--- src/assert_macros.svh ---
// ---------------------------------------------------------------------------
// Assertion macros
// Concurrent assertion shorthands clocked on clk_i and disabled during reset.
// ---------------------------------------------------------------------------
`ifndef ASSERT_MACROS_SVH
`define ASSERT_MACROS_SVH
`ifndef SYNTHESIS
// The property must hold at every clock edge outside reset.
`define ASSERT_IMPL(name, prop) \
  name: assert property (@(posedge clk_i) disable iff (!rst_ni) prop) \
    else $error("assertion failed");
// The expression must never be true at a clock edge outside reset.
`define ASSERT_NEVER(name, prop) \
  name: assert property (@(posedge clk_i) disable iff (!rst_ni) !(prop)) \
    else $error("forbidden condition seen");
`else
`define ASSERT_IMPL(name, prop)
`define ASSERT_NEVER(name, prop)
`endif
`endif

--- src/psal_pkg.sv ---
// ---------------------------------------------------------------------------
// Polyline splitter package
// Register indexes and the sequencer state encoding.
// ---------------------------------------------------------------------------
package psal_pkg;

  localparam int unsigned CFG_IDX_BITS = 2;

  localparam logic [CFG_IDX_BITS-1:0] CFG_CUT_AXIS  = 2'd0;
  localparam logic [CFG_IDX_BITS-1:0] CFG_CUT_COORD = 2'd1;

  typedef enum logic [5:0] {
    S_IDLE    = 6'b000001,
    S_EMIT_H  = 6'b000010,
    S_CALC    = 6'b000100,
    S_EMIT_I1 = 6'b001000,
    S_EMIT_I0 = 6'b010000,
    S_EMIT_V  = 6'b100000
  } state_e;

endpackage

--- src/psal_muldiv.sv ---
// ---------------------------------------------------------------------------
// Serial multiply-divide unit
// Computes (a * b) / d on unsigned magnitudes, one bit per cycle.
// ---------------------------------------------------------------------------
`include "assert_macros.svh"

module psal_muldiv #(
  parameter int unsigned W = 24
) (
  input  logic         clk_i,
  input  logic         rst_ni,
  input  logic         start_i,
  input  logic [W:0]   a_i,
  input  logic [W:0]   b_i,
  input  logic [W:0]   d_i,
  output logic         done_o,
  output logic [W:0]   quot_o
);

  localparam int unsigned CW = $clog2(W + 2);

  logic [CW-1:0] cnt_q;
  logic          busy_q, div_q, done_q;
  logic [W:0]    a_q, d_q, hi_q, lo_q;

  logic [W+1:0]  sum;
  logic [W+1:0]  rem2;
  logic [W+1:0]  diff;
  logic          ge;
  logic          last_step;

  // The multiply phase adds the multiplicand into the high half and shifts the
  // product right. The divide phase reuses both halves as a restoring divider.
  assign sum       = {1'b0, hi_q} + (lo_q[0] ? {1'b0, a_q} : '0);
  assign rem2      = {hi_q, lo_q[W]};
  assign diff      = rem2 - {1'b0, d_q};
  assign ge        = (rem2 >= {1'b0, d_q});
  assign last_step = (cnt_q == CW'(W));

  always_ff @(posedge clk_i or negedge rst_ni) begin
    if (!rst_ni) begin
      busy_q <= 1'b0;
      div_q  <= 1'b0;
      done_q <= 1'b0;
      cnt_q  <= '0;
    end else if (start_i) begin
      busy_q <= 1'b1;
      div_q  <= 1'b0;
      done_q <= 1'b0;
      cnt_q  <= '0;
    end else if (busy_q) begin
      if (last_step) begin
        cnt_q <= '0;
        if (div_q) begin
          busy_q <= 1'b0;
          done_q <= 1'b1;
        end else begin
          div_q <= 1'b1;
        end
      end else begin
        cnt_q <= cnt_q + 1'b1;
      end
    end
  end

  always_ff @(posedge clk_i) begin
    if (start_i) begin
      a_q  <= a_i;
      d_q  <= d_i;
      hi_q <= '0;
      lo_q <= b_i;
    end else if (busy_q && !div_q) begin
      hi_q <= sum[W+1:1];
      lo_q <= {sum[0], lo_q[W:1]};
    end else if (busy_q) begin
      hi_q <= ge ? diff[W:0] : rem2[W:0];
      lo_q <= {lo_q[W-1:0], ge};
    end
  end

  assign done_o = done_q;
  assign quot_o = lo_q;

  `ASSERT_IMPL(a_rem_below_divisor, busy_q && div_q |-> hi_q < d_q)
  `ASSERT_NEVER(a_start_while_busy, start_i && busy_q)
  `ASSERT_IMPL(a_done_after_busy, $rose(done_q) |-> $past(busy_q))

endmodule

--- src/polyline_split_at_axis_line.sv ---
// ---------------------------------------------------------------------------
// Polyline splitter at an axis-aligned line
// Cuts a stream of polyline vertices at x = cut or y = cut and streams out
// the vertices of the resulting pieces.
// ---------------------------------------------------------------------------
// Usage: vertices enter on the input channel (in_valid_i / in_stall_o); each
// transaction carries one vertex and a path_last flag. Output transactions
// (out_valid_o / out_stall_i) carry piece vertices with piece_end and
// path_end flags. Each vertex is emitted when the segment leaving it is
// known, so one input transaction gives zero to four output transactions.
// A crossing of the cut line adds the intersection point twice, the first
// copy closing the current piece; when the start vertex lies on the line,
// the point is added once and the start vertex closes the piece instead.
// The intersection is computed by a serial multiply-divide unit that runs
// while the start vertex is emitted. One vertex is processed at a time:
// in_stall_o is high from acceptance until its last result is in the output
// register. A stalled receiver holds the output register and the sequencer
// waits. Configuration is written through cfg_valid_i/cfg_index_i/cfg_data_i
// while idle; cfg_ready_o is always high and unknown indexes are ignored.
// Reset clears the cut registers, drops any held vertex and empties the
// output register.
// ---------------------------------------------------------------------------
`include "assert_macros.svh"

module polyline_split_at_axis_line #(
  parameter int unsigned COORD_BITS = 24
) (
  input  logic                              clk_i,
  input  logic                              rst_ni,
  input  logic                              in_valid_i,
  output logic                              in_stall_o,
  input  logic signed [COORD_BITS-1:0]      vertex_x_i,
  input  logic signed [COORD_BITS-1:0]      vertex_y_i,
  input  logic                              path_last_i,
  output logic                              out_valid_o,
  input  logic                              out_stall_i,
  output logic signed [COORD_BITS-1:0]      point_x_o,
  output logic signed [COORD_BITS-1:0]      point_y_o,
  output logic                              piece_end_o,
  output logic                              path_end_o,
  input  logic                              cfg_valid_i,
  output logic                              cfg_ready_o,
  input  logic [psal_pkg::CFG_IDX_BITS-1:0] cfg_index_i,
  input  logic [COORD_BITS-1:0]             cfg_data_i
);

  localparam int unsigned W = COORD_BITS;

  psal_pkg::state_e state_q, state_d;

  logic                cut_axis_q;
  logic signed [W-1:0] cut_coord_q;

  // The held vertex always holds the newest accepted vertex; prev holds the
  // vertex before it while its segment is being worked on.
  logic signed [W-1:0] held_x_q, held_y_q, prev_x_q, prev_y_q;
  logic                held_valid_q;
  logic                last_q, cross_q, eq_q, neg_q;
  logic signed [W-1:0] ho_q;

  logic                out_valid_q, pe_q, pend_q;
  logic signed [W-1:0] px_q, py_q;

  logic                accept;
  logic                slot_free;
  logic                emit;
  logic signed [W-1:0] ha, ho, va, vo;
  logic signed [W:0]   n1, n2, dd;
  logic [W:0]          n1_mag, n2_mag, d_mag;
  logic                crossing;
  logic                md_start, md_done;
  logic [W:0]          md_quot;
  logic signed [W:0]   io_full;
  logic signed [W-1:0] ix, iy;
  logic signed [W-1:0] ex, ey;
  logic                epe, epend;

  assign accept      = in_valid_i && !in_stall_o;
  assign in_stall_o  = (state_q != psal_pkg::S_IDLE);
  assign cfg_ready_o = 1'b1;

  always_ff @(posedge clk_i or negedge rst_ni) begin
    if (!rst_ni) begin
      cut_axis_q  <= 1'b0;
      cut_coord_q <= '0;
    end else if (cfg_valid_i) begin
      case (cfg_index_i)
        psal_pkg::CFG_CUT_AXIS:  cut_axis_q  <= cfg_data_i[0];
        psal_pkg::CFG_CUT_COORD: cut_coord_q <= cfg_data_i;
        default: ;
      endcase
    end
  end

  // Segment from the held vertex to the new one, seen along the cut axis (a)
  // and along the other axis (o).
  assign ha = cut_axis_q ? held_y_q : held_x_q;
  assign ho = cut_axis_q ? held_x_q : held_y_q;
  assign va = cut_axis_q ? vertex_y_i : vertex_x_i;
  assign vo = cut_axis_q ? vertex_x_i : vertex_y_i;

  assign n1 = {cut_coord_q[W-1], cut_coord_q} - {ha[W-1], ha};
  assign n2 = {vo[W-1], vo} - {ho[W-1], ho};
  assign dd = {va[W-1], va} - {ha[W-1], ha};

  assign n1_mag = n1[W] ? -n1 : n1;
  assign n2_mag = n2[W] ? -n2 : n2;
  assign d_mag  = dd[W] ? -dd : dd;

  assign crossing = ((ha <= cut_coord_q) && (va > cut_coord_q)) ||
                    ((ha >= cut_coord_q) && (va < cut_coord_q));

  assign md_start = accept && held_valid_q && crossing;

  psal_muldiv #(
    .W (W)
  ) u_muldiv (
    .clk_i   (clk_i),
    .rst_ni  (rst_ni),
    .start_i (md_start),
    .a_i     (n1_mag),
    .b_i     (n2_mag),
    .d_i     (d_mag),
    .done_o  (md_done),
    .quot_o  (md_quot)
  );

  always_ff @(posedge clk_i or negedge rst_ni) begin
    if (!rst_ni) begin
      held_x_q     <= '0;
      held_y_q     <= '0;
      held_valid_q <= 1'b0;
    end else if (accept) begin
      held_x_q     <= vertex_x_i;
      held_y_q     <= vertex_y_i;
      held_valid_q <= !path_last_i;
    end
  end

  always_ff @(posedge clk_i) begin
    if (accept) begin
      prev_x_q <= held_x_q;
      prev_y_q <= held_y_q;
      last_q   <= path_last_i;
      cross_q  <= crossing;
      // The intersection equals the start vertex exactly when it sits on the line.
      eq_q     <= (ha == cut_coord_q);
      neg_q    <= n1[W] ^ n2[W] ^ dd[W];
      ho_q     <= ho;
    end
  end

  // The quotient never exceeds the span on the other axis, so the sum fits.
  assign io_full = {ho_q[W-1], ho_q} + (neg_q ? -$signed(md_quot) : $signed(md_quot));
  assign ix      = cut_axis_q ? io_full[W-1:0] : cut_coord_q;
  assign iy      = cut_axis_q ? cut_coord_q : io_full[W-1:0];

  assign slot_free = !out_valid_q || !out_stall_i;

  always_comb begin
    state_d = state_q;
    emit    = 1'b0;
    ex      = held_x_q;
    ey      = held_y_q;
    epe     = 1'b0;
    epend   = 1'b0;
    case (state_q)
      psal_pkg::S_IDLE: begin
        if (accept) begin
          if (held_valid_q) begin
            state_d = psal_pkg::S_EMIT_H;
          end else if (path_last_i) begin
            state_d = psal_pkg::S_EMIT_V;
          end
        end
      end
      psal_pkg::S_EMIT_H: begin
        ex  = prev_x_q;
        ey  = prev_y_q;
        epe = cross_q && eq_q;
        if (slot_free) begin
          emit = 1'b1;
          if (cross_q) begin
            state_d = psal_pkg::S_CALC;
          end else if (last_q) begin
            state_d = psal_pkg::S_EMIT_V;
          end else begin
            state_d = psal_pkg::S_IDLE;
          end
        end
      end
      psal_pkg::S_CALC: begin
        if (md_done) begin
          state_d = eq_q ? psal_pkg::S_EMIT_I0 : psal_pkg::S_EMIT_I1;
        end
      end
      psal_pkg::S_EMIT_I1: begin
        ex  = ix;
        ey  = iy;
        epe = 1'b1;
        if (slot_free) begin
          emit    = 1'b1;
          state_d = psal_pkg::S_EMIT_I0;
        end
      end
      psal_pkg::S_EMIT_I0: begin
        ex = ix;
        ey = iy;
        if (slot_free) begin
          emit    = 1'b1;
          state_d = last_q ? psal_pkg::S_EMIT_V : psal_pkg::S_IDLE;
        end
      end
      psal_pkg::S_EMIT_V: begin
        epe   = 1'b1;
        epend = 1'b1;
        if (slot_free) begin
          emit    = 1'b1;
          state_d = psal_pkg::S_IDLE;
        end
      end
      default: begin
        state_d = psal_pkg::S_IDLE;
      end
    endcase
  end

  always_ff @(posedge clk_i or negedge rst_ni) begin
    if (!rst_ni) begin
      state_q     <= psal_pkg::S_IDLE;
      out_valid_q <= 1'b0;
    end else begin
      state_q <= state_d;
      if (emit) begin
        out_valid_q <= 1'b1;
      end else if (!out_stall_i) begin
        out_valid_q <= 1'b0;
      end
    end
  end

  always_ff @(posedge clk_i) begin
    if (emit) begin
      px_q   <= ex;
      py_q   <= ey;
      pe_q   <= epe;
      pend_q <= epend;
    end
  end

  assign out_valid_o = out_valid_q;
  assign point_x_o   = px_q;
  assign point_y_o   = py_q;
  assign piece_end_o = pe_q;
  assign path_end_o  = pend_q;

  `ASSERT_IMPL(a_quot_ready,
    (state_q == psal_pkg::S_EMIT_I1 || state_q == psal_pkg::S_EMIT_I0) |-> md_done)
  `ASSERT_IMPL(a_path_end_closes_piece, out_valid_o && path_end_o |-> piece_end_o)
  `ASSERT_IMPL(a_state_onehot, $onehot(state_q))

endmodule
--- config.mk ---
export PLATFORM = sky130hd
export DESIGN_NAME = polyline_split_at_axis_line
export DESIGN_NICKNAME = d
export VERILOG_FILES = /design/src/psal_pkg.sv /design/src/psal_muldiv.sv /design/src/polyline_split_at_axis_line.sv
export VERILOG_INCLUDE_DIRS = /design/src /design/src/src
export SDC_FILE = /design/constraint.sdc
export NUM_CORES = 1
export LEC_CHECK = 0
export ABC_AREA = 1
export BUFFER_PORTS_ARGS = -buffer_cell sky130_fd_sc_hd__buf_2
export CORE_MARGIN = 1
export CORE_UTILIZATION = 47
export DETAILED_ROUTE_END_ITERATION = 16
export SYNTH_ARGS = -nofsm -noshare
export SYNTH_HDL_FRONTEND = slang
export SYNTH_SLANG_ARGS = --single-unit
--- constraint.sdc ---
create_clock -name clk_i -period 6.2 [get_ports clk_i]
set_clock_uncertainty 0.05 [all_clocks]
set_input_delay 0.62 -clock clk_i [delete_from_list [all_inputs] [get_ports clk_i]]
set_output_delay 0.62 -clock clk_i [all_outputs]
set_load 0.005 [all_outputs]
==> summary.md <==
| Metric | Value |
|---|---|
| CP most frequent cell | nand2_1 |
| Standard-cell rows | 86 |
| Vias | 25,540 |
| Synth top area share | 22.8% |
| Clock buffer depth | 3 |
| Initial Utilization | 47.9% |
| Filler Cell Count | 5,658 |
| IO Pins | 133 |
| Number of global-route vias before repair | 22,900 |
| CP Max Fanout | roughly 70 |
| Post-Route WL | between 90,000 and 100,000 um |
| CTS Hold Bufs | 0 |
| Number of port buffers | 131 |
| Synthesis-to-layout area growth | 9.89% |
| Synth Flop Type | edfxtp_1 |
| Worst R2R Setup Slack | 1.22 ns |
| Startpoint Class | flop |
| Die area | 0.0574 mm2 |
| Post-CTS resize count | 0 |
| Syn nets | just over 4,000 |
| Final setup viols | 0 |
| Min cycle time layout | ~5.0 ns |
| Number of routed nets with antenna violations | 0 |
| Slowest cell on crit path | dfrtp_4 |
| Cells after Synth | 3,796 |
| H-tree depth | 2 |
| TNS Setup | 0 ns |
| Largest net degree at the start of global routing | 91 |
| Initial drt markers | 2,418 |
| Post-CTS Setup Bufs | 0 |
| DP Wirelength | 75,900 um |
| Area contributors post-synth | edfxtp_1, nand2_1, ha_1 |
| Sequential area share after synthesis | between 30 and 40% |
| Hold Fails Final Rpt | 0 |
| DRC viols | 0 |
| RR Endpoint | u_muldiv.quot_o[12] |
| Synth cell count leaders | nand2_1, inv_1, o21ai_0, nor2_1, nand3_1 |
| Core Area | 0.0554 mm2 |
| Critical Path RT | 6.37 ns |
| Layout cells sized above 1 | 8.09% |
| Die Height | ~240 um |
| Average vias per placed instance | 5.48 |
| Post-Synthesis Cell Area | 0.0265 mm2 |
| Slew @ Worst Pin | 1.20 ns |
| Seq cells post-synth | 315 |
| Final number of max-transition violations | 0 |
| Max-slew headroom | 19.0% |
| Fmax | 201 MHz |
| # clock sinks | 315 |
| Inserted Clock Buffers | 38 |
| WL/cell | between 20 and 25 um |
| RSZ-0062 raised after global routing | false |
| First-pass GRT wire length | 140,000 um |
| Crit Path Class | flop to flop |
| Yosys cell types | 57 |
| CTS tree | built |
| Worst R2R Start | cut_axis_q |
| Top Family by Delay on Critical Path | simple AND/OR/NAND/NOR gates |
| Clk root buf | clkbuf_16 |
| Worst Hold Class | input port to asynchronous set/reset pin |
| Delay of the slowest cell on the worst path | about 0.7 ns |
| Die W | 240 um |
| Cells on worst reg2reg path | 16 |
| Async S/R FF share, synth | 28.3% |
| GRT Resource Usage Total | 32.7% |
| Worst-skew pair later-pin latency | around 0.60 ns |
| Mean Syn Cell Area | roughly 7.0 um2 |
| Buffers and inverters on the worst path | 3 |
| Status | finished clean |
| First-pass DRT Iterations | 8 |
| Clk slew on worst S/H paths | approximately 0.060 ns |
| Area leader, netlist | edfxtp_1 |
| # diodes | 0 |
| Tcrit/Tclk final | about 80% |
| CP arrival | 5.15 ns |
| Final Net Count | 4,152 |
| Initial antenna violation count | 0 |
| Count leader, synth | nand2_1 |
| GP Congestion | 0.987 |
| Critical Path End Type | flop |
| Synth warn | 0 |
| Worst path cell trace | inv_2, buf_4, o21ai_0, ha_1, nand4_1, nor2_1, and3_1, nand2_1, nand3_1, nand2_1, a21boi_1, nand2_1, nand2_2, nand2_4, nand2_1, buf_4 |
| Max Cap Violations | 0 |
| EDFF count, synth | 201 |
| Grt total ovfl | 0 |
layout make-up:
cell class / count / area [um2] / area share (%)
multi-input cells: 2812 / 15200 / 52.0
inverters: 565 / 2120 / 7.28
repair buffers: 154 / 831 / 2.85
flip-flops and latches: 315 / 8770 / 30.1
clock inverters: 21 / 289 / 0.992
clock buffers: 49 / 1030 / 3.54
well taps: 748 / 936 / 3.21
metrics by stage:
stage          cell area, um2  setup slack [ns]  hold slack (ns)  utilization, %  instances
2_1_floorplan           26500              2.17            0.274               -       3796
3_3_place_gp            27800              1.33            0.404            50.2       4594
3_5_place_dp            27800              1.33            0.403            50.2       4594
4_1_cts                 29100              1.27           0.0623            52.6       4664
5_1_grt                 29100             0.881           0.0960            52.6       4664
6_report                29100              1.22           0.0588            52.6       4664
kinds of logic (layout without fill, tap and decap cells):
kind of cell / count (synthesis) / after routing / share of synthesized area [%]
compound gates: 718 / 718 / 15.2
xor+xnor: 129 / 129 / 4.29
fa+ha+maj: 186 / 186 / 8.94
buf+inv: 669 / 789 / 9.91
flops: 315 / 315 / 33.0
mux: 2 / 2 / 0.0755
other cells: 1 / 1 / 0.0141
simple gates: 1776 / 1776 / 28.5
placed cells by master, fill, tap and decap left out, drive strengths merged, types with 4 or more instances in the layout:
master  count
ha        180
nand3     233
nor4        9
o21ai     341
buf       154
a21oi     205
nand4      77
clkinv     13
o21bai     16
nand3b     14
a221oi      5
dfrtp      88
o21a        6
a31oi      13
a22oi      46
xor2       82
o211ai     49
o31ai       6
bufinv      4
clkbuf     49
inv       568
a21boi      5
nor3       41
nor2      285
fa          6
nand2    1103
a21o       20
and2        4
dfxtp      25
edfxtp    201
xnor2      47
or2         6
routing by layer:
layer,up-vias,track usage (%),wire length (um)
met3,143,4.38,7070
met2,941,47.4,38300
met4,0,13.1,4020
li1,12720,-,-
met5,-,0,0
met1,11736,48.7,44300
flip-flops by register name (all words and copies together), names as in the netlist, 5 cells and up:
signal           count
cut_coord_q         24
held_x_q            24
held_y_q            24
ho_q                24
point_x_o           24
point_y_o           24
prev_x_q            24
prev_y_q            24
state_q              6
u_muldiv.a_q        25
u_muldiv.cnt_q       5
u_muldiv.d_q        25
u_muldiv.hi_q       25
u_muldiv.quot_o     25
worst max-delay path by stage:
stage	slack (ns)	startpoint	to	cells after the start
floorplan	2.17	state_q[4]	cross_q	5
global placement	1.33	cut_axis_q	u_muldiv.quot_o[2]	15
detailed placement	1.33	cut_axis_q	u_muldiv.quot_o[4]	15
CTS	1.27	cut_axis_q	u_muldiv.quot_o[9]	15
global route	0.88	cut_axis_q	u_muldiv.quot_o[12]	18
finish	1.22	cut_axis_q	u_muldiv.quot_o[12]	16
Power is not shown: default switching activity piles up to over one toggle a cycle in this logic, so the estimate is an artifact.
